## src/hw/rtl/b64u_pkg.sv

```systemverilog
// Package: word types, queue entry type and alphabet lookup for the base64url encoder.
package b64u_pkg;

  localparam int unsigned QUEUE_DEPTH = 2;

  typedef struct packed {
    logic [7:0] data_byte;
    logic       final_byte;
  } in_word_t;

  typedef struct packed {
    logic [7:0] out_char;
    logic       last_char;
  } out_word_t;

  // One decoded byte: one or two alphabet indexes and the end-of-message flag.
  typedef struct packed {
    logic [5:0] idx_first;
    logic [5:0] idx_second;
    logic       has_second;
    logic       last;
  } task_t;

  typedef enum logic [2:0] {
    PhaseZero = 3'b001,
    PhaseOne  = 3'b010,
    PhaseTwo  = 3'b100
  } phase_e;

  localparam logic [7:0] CharUpperA = 8'h41;
  localparam logic [7:0] CharLowerA = 8'h61;
  localparam logic [7:0] CharZero   = 8'h30;
  localparam logic [7:0] CharDash   = 8'h2d;
  localparam logic [7:0] CharUscore = 8'h5f;

  // Map a 6-bit index to its URL-safe alphabet character.
  function automatic logic [7:0] alpha_char(input logic [5:0] idx);
    logic [7:0] wide;
    logic [7:0] ch;
    wide = {2'b00, idx};
    if (idx < 6'd26) begin
      ch = CharUpperA + wide;
    end else if (idx < 6'd52) begin
      ch = CharLowerA + (wide - 8'd26);
    end else if (idx < 6'd62) begin
      ch = CharZero + (wide - 8'd52);
    end else if (idx == 6'd62) begin
      ch = CharDash;
    end else begin
      ch = CharUscore;
    end
    return ch;
  endfunction

endpackage

```

## src/hw/rtl/b64u_front.sv

```systemverilog
// Front end: accept bytes, track group phase and leftover bits, issue character indexes.
module b64u_front (
  input  logic               clk_i,
  input  logic               rst_ni,
  input  logic               in_valid_i,
  output logic               in_ready_o,
  input  b64u_pkg::in_word_t in_word_i,
  output logic               push_valid_o,
  input  logic               push_ready_i,
  output b64u_pkg::task_t    push_task_o
);

  b64u_pkg::phase_e phase_q, phase_d;
  logic [3:0]       left_q, left_d;
  logic [7:0]       b;
  logic             fin;
  logic             accept;

  assign b            = in_word_i.data_byte;
  assign fin          = in_word_i.final_byte;
  assign in_ready_o   = push_ready_i;
  assign push_valid_o = in_valid_i;
  assign accept       = in_valid_i & push_ready_i;

  always_comb begin
    push_task_o.last = fin;
    case (phase_q)
      b64u_pkg::PhaseOne: begin
        push_task_o.idx_first  = {left_q[1:0], b[7:4]};
        push_task_o.idx_second = {2'b00, b[3:0]};
        push_task_o.has_second = fin;
        left_d                 = b[3:0];
        phase_d                = b64u_pkg::PhaseTwo;
      end
      b64u_pkg::PhaseTwo: begin
        push_task_o.idx_first  = {left_q, b[7:6]};
        push_task_o.idx_second = b[5:0];
        push_task_o.has_second = 1'b1;
        left_d                 = 4'd0;
        phase_d                = b64u_pkg::PhaseZero;
      end
      default: begin
        push_task_o.idx_first  = b[7:2];
        push_task_o.idx_second = {4'b0000, b[1:0]};
        push_task_o.has_second = fin;
        left_d                 = {2'b00, b[1:0]};
        phase_d                = b64u_pkg::PhaseOne;
      end
    endcase
    // Drop group state at the end of a message.
    if (fin) begin
      left_d  = 4'd0;
      phase_d = b64u_pkg::PhaseZero;
    end
  end

  always_ff @(posedge clk_i or negedge rst_ni) begin
    if (!rst_ni) begin
      phase_q <= b64u_pkg::PhaseZero;
      left_q  <= 4'd0;
    end else if (accept) begin
      phase_q <= phase_d;
      left_q  <= left_d;
    end
  end

endmodule

```

## src/hw/rtl/b64u_queue.sv

```systemverilog
// Short task queue between the front end and the character emitter.
module b64u_queue #(
  parameter int unsigned Depth = b64u_pkg::QUEUE_DEPTH
) (
  input  logic            clk_i,
  input  logic            rst_ni,
  input  logic            push_valid_i,
  output logic            push_ready_o,
  input  b64u_pkg::task_t push_task_i,
  output logic            pop_valid_o,
  input  logic            pop_ready_i,
  output b64u_pkg::task_t pop_task_o
);

  localparam int unsigned PtrW = (Depth > 1) ? $clog2(Depth) : 1;
  localparam int unsigned CntW = $clog2(Depth + 1);
  localparam logic [PtrW-1:0] LastPtr = PtrW'(Depth - 1);
  localparam logic [CntW-1:0] FullCnt = CntW'(Depth);

  b64u_pkg::task_t mem_q [Depth];
  logic [PtrW-1:0] wr_ptr_q, wr_ptr_d, rd_ptr_q, rd_ptr_d;
  logic [CntW-1:0] cnt_q, cnt_d;
  logic            push, pop;

  assign push_ready_o = (cnt_q != FullCnt);
  assign pop_valid_o  = (cnt_q != '0);
  assign push         = push_valid_i & push_ready_o;
  assign pop          = pop_valid_o & pop_ready_i;
  assign pop_task_o   = mem_q[rd_ptr_q];

  always_comb begin
    wr_ptr_d = wr_ptr_q;
    rd_ptr_d = rd_ptr_q;
    cnt_d    = cnt_q;
    if (push) begin
      wr_ptr_d = (wr_ptr_q == LastPtr) ? '0 : wr_ptr_q + 1'b1;
    end
    if (pop) begin
      rd_ptr_d = (rd_ptr_q == LastPtr) ? '0 : rd_ptr_q + 1'b1;
    end
    case ({push, pop})
      2'b10:   cnt_d = cnt_q + 1'b1;
      2'b01:   cnt_d = cnt_q - 1'b1;
      default: cnt_d = cnt_q;
    endcase
  end

  always_ff @(posedge clk_i) begin
    if (push) begin
      mem_q[wr_ptr_q] <= push_task_i;
    end
  end

  always_ff @(posedge clk_i or negedge rst_ni) begin
    if (!rst_ni) begin
      wr_ptr_q <= '0;
      rd_ptr_q <= '0;
      cnt_q    <= '0;
    end else begin
      wr_ptr_q <= wr_ptr_d;
      rd_ptr_q <= rd_ptr_d;
      cnt_q    <= cnt_d;
    end
  end

endmodule

```

## src/hw/rtl/b64u_back.sv

```systemverilog
// Back end: emit one alphabet character per cycle, unless stalled, from queued tasks into an output register.
module b64u_back (
  input  logic                clk_i,
  input  logic                rst_ni,
  input  logic                pop_valid_i,
  output logic                pop_ready_o,
  input  b64u_pkg::task_t     pop_task_i,
  output logic                out_valid_o,
  input  logic                out_ready_i,
  output b64u_pkg::out_word_t out_word_o
);

  logic                second_q, second_d;
  logic                out_valid_q, out_valid_d;
  b64u_pkg::out_word_t out_q, out_d;
  logic                load;
  logic [5:0]          idx;

  assign load = pop_valid_i & (~out_valid_q | out_ready_i);
  assign idx  = second_q ? pop_task_i.idx_second : pop_task_i.idx_first;

  always_comb begin
    out_d.out_char  = b64u_pkg::alpha_char(idx);
    out_d.last_char = pop_task_i.last & (second_q | ~pop_task_i.has_second);
    // Retire the task once its final character is loaded.
    pop_ready_o = load & (second_q | ~pop_task_i.has_second);
    second_d    = second_q;
    if (load) begin
      second_d = ~second_q & pop_task_i.has_second;
    end
    out_valid_d = out_valid_q;
    if (load) begin
      out_valid_d = 1'b1;
    end else if (out_ready_i) begin
      out_valid_d = 1'b0;
    end
  end

  always_ff @(posedge clk_i or negedge rst_ni) begin
    if (!rst_ni) begin
      second_q    <= 1'b0;
      out_valid_q <= 1'b0;
    end else begin
      second_q    <= second_d;
      out_valid_q <= out_valid_d;
    end
  end

  always_ff @(posedge clk_i) begin
    if (load) begin
      out_q <= out_d;
    end
  end

  assign out_valid_o = out_valid_q;
  assign out_word_o  = out_q;

endmodule

```

## src/hw/rtl/base64url_stream_encoder.sv

```systemverilog
// Top level: unpadded base64url stream encoder, one byte in and one character out per word.
//
//   channel | direction | handshake             | word
//   --------+-----------+-----------------------+------------------------------------
//   in      | input     | in_valid_i/in_ready_o  | in_word_i  {data_byte, final_byte}
//   out     | output    | out_valid_o/out_ready_i| out_word_o {out_char, last_char}
//
// The output emits one character per cycle unless stalled. A byte yields one character,
// or two when it closes a 3-byte group or ends the message; the front end takes a byte
// per cycle while the queue has room. An accepted byte passes through a queue write and
// then the output register before its first character appears.
// Reset clears the group phase, the leftover bits, the queue and the output valid.
// An output stall fills the queue and then drops in_ready_o; each side stalls alone.
module base64url_stream_encoder #(
  parameter int unsigned QueueDepth = b64u_pkg::QUEUE_DEPTH
) (
  input  logic                clk_i,
  input  logic                rst_ni,
  input  logic                in_valid_i,
  output logic                in_ready_o,
  input  b64u_pkg::in_word_t  in_word_i,
  output logic                out_valid_o,
  input  logic                out_ready_i,
  output b64u_pkg::out_word_t out_word_o
);

  // Front end to queue.
  logic            push_valid;
  logic            push_ready;
  b64u_pkg::task_t push_task;

  // Queue to back end.
  logic            pop_valid;
  logic            pop_ready;
  b64u_pkg::task_t pop_task;

  // Classify each byte by its place in the group and form the alphabet indexes.
  b64u_front u_front (
    .clk_i        (clk_i),
    .rst_ni       (rst_ni),
    .in_valid_i   (in_valid_i),
    .in_ready_o   (in_ready_o),
    .in_word_i    (in_word_i),
    .push_valid_o (push_valid),
    .push_ready_i (push_ready),
    .push_task_o  (push_task)
  );

  // Hold decoded tasks while the output side stalls.
  b64u_queue #(
    .Depth (QueueDepth)
  ) u_queue (
    .clk_i        (clk_i),
    .rst_ni       (rst_ni),
    .push_valid_i (push_valid),
    .push_ready_o (push_ready),
    .push_task_i  (push_task),
    .pop_valid_o  (pop_valid),
    .pop_ready_i  (pop_ready),
    .pop_task_o   (pop_task)
  );

  // Advance one character per cycle, unless the output stalls, into the output register.
  b64u_back u_back (
    .clk_i       (clk_i),
    .rst_ni      (rst_ni),
    .pop_valid_i (pop_valid),
    .pop_ready_o (pop_ready),
    .pop_task_i  (pop_task),
    .out_valid_o (out_valid_o),
    .out_ready_i (out_ready_i),
    .out_word_o  (out_word_o)
  );

endmodule

```

## config.mk

```make
export PLATFORM = sky130hd
export DESIGN_NAME = base64url_stream_encoder
export DESIGN_NICKNAME = d
export VERILOG_FILES = /design/src/hw/rtl/b64u_pkg.sv /design/src/hw/rtl/b64u_front.sv /design/src/hw/rtl/b64u_queue.sv /design/src/hw/rtl/b64u_back.sv /design/src/hw/rtl/base64url_stream_encoder.sv
export SDC_FILE = /design/constraint.sdc
export NUM_CORES = 1
export LEC_CHECK = 0
export ABC_AREA = 0
export BUFFER_PORTS_ARGS = -buffer_cell sky130_fd_sc_hd__buf_2
export CAP_MARGIN = 20
export CORE_ASPECT_RATIO = 0.75
export CORE_MARGIN = 4
export CORE_UTILIZATION = 35
export DETAILED_ROUTE_END_ITERATION = 6
export SYNTH_ARGS = -nofsm -noshare
export SYNTH_HDL_FRONTEND = slang
export SYNTH_SLANG_ARGS = --single-unit
export TNS_END_PERCENT = 100
```

## constraint.sdc

```tcl
create_clock -name clk_i -period 3.6 [get_ports clk_i]
set_input_delay 0 -clock clk_i [delete_from_list [all_inputs] [get_ports clk_i]]
set_output_delay 0 -clock clk_i [all_outputs]
set_load 0.03 [all_outputs]
```

# After elaboration in Yosys (flattened, before gate mapping)
# Memory sizes are Yosys's and may differ from the RTL's.
# Index checks and enable logic that the tools add are counted.
# Widths: inputs -> output; s select.
# classes
order_cmp	3
n_reduce_logical	3
bitwise	11
eq_ne	6
add_sub_neg	9
mux	17
# op_table
op	n
$pmux 13 s2	1
$mux 8	3
$lt 6x6->1 const B	2
$add 6x8->8 const A	1
$add 7x6->8 const A	1
$add 7x8->8 const A	1
$pmux 4 s2	1
$mux 7	1
$sub 6x5->7 const B	1
$sub 6x6->7 const B	1
$and 1x1->1	6
$eq 6x6->1 const B	1
$lt 6x5->1 const B	1
$mux 1	6
$mux 6	1
$pmux 3 s2	1
$reduce_bool 2->1	3
$mux 4	1
$pmux 2 s2	1
$eq 3x2->1 const B	1
$eq 3x3->1 const B	1
$mux 3	1
$not 1->1	3
$add 1x1->1 const B	2
other kinds (6)	7
# word_totals
output_inout_bits	11
word_cells	59
memories	1
mem_bits_rw	28
reg_bits	22
inputBits	13
# memory_table
name	depth	width	rd	rd_ports_with_merged_regs	wr	line_no	rtl
u_queue.mem_q	2	14	1	0	1	b64u_queue.sv:20	b64u_pkg::task_t mem_q [Depth];

# Longest topological paths before layout
# logic_depth
ltp_word	7
depth_mapped	9
mapped_depth_nobuf	8

# By module
# A second synthesis with hierarchy kept.
# unflattened
cells_unflattened	239
area_unflattened_um2	2880.3
# by_module_without_submodules
mod	area_per_inst_um2	cells_each	seq_area_each_um2	instances
b64u_queue	1209.9	61	940.9	1
b64u_back	1017.2	99	320.3	1
b64u_front	653.1	79	176.4	1

# Worst setup path before layout
# No wires, ideal clock.
# synth_path
path_kind	flip-flop to flip-flop
startpoint	reg u_queue.rd_ptr_q
endpoint	reg u_back.out_q (netlist bit u_back.out_word_o[6]) (data pin)
arrival_time_ps	2401
setup_ps	261
required_time_ps	3339
period_less_slack_ps	2662
slack_ps	938
path_buffers	1
stages_incl_launch_ff	8
cell_sequence	dfrtp_1 > buf_6 > mux4_1 > inv_1 > ha_1 > inv_1 > or4_1 > a311o_1
# synth_lines
item	line_no	rtl
from (decl)	b64u_queue.sv:21	logic [PtrW-1:0] wr_ptr_q, wr_ptr_d, rd_ptr_q, rd_ptr_d;
from (signal assigned)	b64u_queue.sv:61	rd_ptr_q <= rd_ptr_d;
to (signal assigned)	b64u_back.sv:51	out_q <= out_d;
to (decl)	b64u_back.sv:15	b64u_pkg::out_word_t out_q, out_d;

==> results by group <==
Timing
  – Slew @ Worst Pin: 0.672 ns
  – Post-route clock skew: 0.00984 ns
  – Final worst setup slack: 0.500 ns
  – Period utilization: 0.861
  – Final hold violations: 0
  – Final TNS setup: 0 ns
  – Slew headroom: 0.552
  – Max Freq: 0.323 GHz
  – # setup viols final: 0
  – RSZ-0062 raised after global routing: no
  – Final min period: 3.10 ns
  – Hold WS: 0.0281 ns
  – Max-slew violations: 0

Pwr
  – Cell internal pwr: 1.67 mW
  – Comb pwr share: 0.518
  – Seq pwr share: 0.361
  – Max IR drop VDD: 353 µV
  – Total power: 2.91 mW
  – Power Dens Cells: 1020 mW/mm²
  – Switching part of the total power: 0.425
  – Sw power: 1.24 mW
  – Static Leak: 1.15 nW
  – Clock Power Share: 0.121

Setup path
  – Top cell by count, worst path: inv_1
  – Max FO, Critical Path: 10
  – CP Class: flop to flop
  – Crit. End Element: flop
  – Crit path from: u_queue.rd_ptr_q
  – CP Cell Sequence: mux4_1 > inv_1 > ha_1 > inv_1 > a31oi_1 > or2_1 > nor2_1 > a221oi_1
  – Worst r2r src: u_queue.rd_ptr_q
  – Slowest-stage cell, CP: mux4_1
  – Critical path required time: 3.71 ns
  – CP arrival: 3.21 ns
  – Max incr delay on CP: 0.77 ns
  – Setup crit start kind: flop

Synthesis
  – Leading area contributor after synthesis: edfxtp_1
  – Synth area leaders: edfxtp_1 (45%), dfrtp_1 (12%), ha_1 (5.0%)
  – Post-Syn Area: 0.00248 mm²
  – Distinct cells, synth: 42
  – Top_reg_cell synth: edfxtp_1
  – Yosys top cell area share: 0.448
  – Flip-flop and latch count after synthesis: 50
  – EDFF count, synth: 37
  – Cell count after synthesis: 206
  – Mean Syn Cell Area: 12.0 µm²
  – Asr flop ratio synth: 0.260
  – Synth Warn #: 0
  – List of most frequent post-synthesis cells: edfxtp_1 (37), nand2_1 (31), o21ai_0 (17)
  – Post-Syn Nets: 229
  – Sequential area share after synthesis: 0.580
  – Count leader, synth: edfxtp_1

CTS
  – H-tree levels: 2
  – Clk_lat worst skew: 0.31 ns
  – Clock buffer count from CTS: 5
  – CTS tree: done
  – Bufs on Longest Clock Path: 2
  – Root buffer cell: clkbuf_8
  – Clk sinks: 50
  – Worst-path clk slew: 0.09 ns
  – Post-CTS resize count: 0

Cells and area
  – Area delta synth->final: 15.0%
  – Design area: 0.00285 mm²
  – Number of diodes: 0
  – Filler cell count: 650
  – Layout cells sized above 1: 0.162
  – Post-route core utilization: 0.417
  – Nets: 263
  – Post-Layout Cell Count: 325

Floorplanning
  – FP Rows: 26
  – Initial core utilization: 0.363
  – Die ar.: 0.00851 mm²
  – DIE HEIGHT: 80.9 µm
  – Chip Width: 105 µm
  – Core Area: 0.00683 mm²
  – Number of I/O pins: 24

Route
  – Routed Antenna Nets: 0
  – DR DRC count: 0
  – Total number of vias: 1,607
  – Final wirelength: 4.56 mm
  – Drt initial violations: 73
  – Via density: 4.94
  – Drt wl/cell: 14.0 µm
  – DR pass1 iterations: 4

Placed design
  – Routability cong.: 0.880
  – Cell Area, Placed: 0.00267 mm²
  – Dpl hpwl: 3.35 mm
  – I/O Buffers: 23
  – Pre-CTS setup slack: 0.506 ns
  – Placed Instances: 309

Run
  – Max_cap viols: 0

Global routing
  – Vias in the first global route: 1,568
  – Met2 GRT Util: 0.184
  – Global-route wire length before repair: 7.77 mm
  – GRT Total Usage: 0.117
  – GR Overflow Total: 0
  – Initial antenna violation count: 0
  – Layer with the highest usage: met2
  – Met3 global-route usage: 0.0397
  – Global Route met1 Usage: 0.159
  – Largest net degree at the start of global routing: 17

Run status
  – Status: finished clean

Min path
  – Hold crit path type: input port to flop
  – Worst Hold Launch: in_word_i[8]
[layout make-up]
| type | instances | area (µm²) | area share |
|---|---|---|---|
| Multi-Input combinational cell | 138 | 952 | 0.334 |
| Clock inverter | 2 | 15.0 | 0.00527 |
| Tap cell | 84 | 105 | 0.0369 |
| Inverter | 11 | 41.3 | 0.0145 |
| Timing Repair Buffer | 34 | 218 | 0.0763 |
| Clock buffer | 6 | 82.6 | 0.0290 |
| Sequential cell | 50 | 1440 | 0.504 |
[logic make-up (layout without fill, tap and decap cells)]
group           after synthesis  count (layout)  share of synthesized area
compound gates               43              43                      0.107
flops                        50              50                      0.580
buf+inv                      18              53                     0.0358
xor+xnor                     11              11                     0.0389
mux                           8               8                     0.0676
fa+ha+maj                    10              10                     0.0505
simple gates                 66              66                      0.120
[power groups by stage]
stage	sequential (mW)	clock, mW	combinational (mW)
after floorplan	1.13	0	1.12
after global placement	1.07	0	1.50
after detailed placement	1.07	0	1.49
after CTS	1.06	0.361	1.51
after global routing	1.08	0.392	1.69
final	1.05	0.353	1.51
[critical path, delay by kind of cell, from the launching register on]
family | cells | cell delay (ns)
adders and majority gates | 1 | 0.24
DFF | 1 | 0.65
buffers and inverters | 2 | 0.26
AOI/OAI and AO/OA | 2 | 0.71
muxes | 1 | 0.77
and+or+nand+nor | 2 | 0.28
[cell usage in the layout (no fill, tap or decap), types with 2 or more instances in the layout]
cell type,netlist,final
nand3_1,2,2
and2_1,3,3
mux4_2,3,3
mux4_1,3,3
buf_4,1,3
o21ai_0,17,17
edfxtp_1,37,37
a21oi_1,8,8
nor2_1,16,16
dlygate4sd3_1,0,8
a22oi_1,6,6
buf_2,2,23
ha_1,10,10
xnor2_1,9,9
clkbuf_8,0,6
nand2_1,31,31
a31oi_1,3,3
a32oi_1,2,2
nor2b_1,3,3
inv_1,11,11
nand2b_1,2,2
xor2_1,2,2
nand4_1,2,2
dfrtp_1,12,12
[registers in the layout (all words and copies together), names as in the netlist]
register and flops:
u_queue.cnt_q 2, u_front.phase_q 3, u_back.out_word_o 9, u_back.out_valid_o 1
u_queue.wr_ptr_q 1, u_queue.rd_ptr_q 1, u_queue.mem_q 28, u_back.second_q 1
u_front.left_q 4
[per-layer routing]
metal  share of wire  wire length (µm)
met1            0.50              2260
met2            0.44              2030
met3           0.047               213
met4           0.012                55
met5               0                 0
[timing repair]
action,in CTS,in global routing
hold buffers,8,0
setup endpoints to repair,0,0
setup buffers,0,0
endpoints found under the hold margin,25,0
[final timing paths]
check,cells past startpoint,endpoint,slack (ns)
worst max-delay path,8,u_back.out_word_o[3],0.50
worst min-delay path,3,u_queue.mem_q[1][13],0.03
worst max register to register,8,u_back.out_word_o[3],0.50
worst min register to register,2,u_front.left_q[3],0.49
max in group asynchronous,2,u_front.phase_q[0],3.23
min in group asynchronous,2,u_front.phase_q[1],0.09
(Power assumes the default switching activity.)
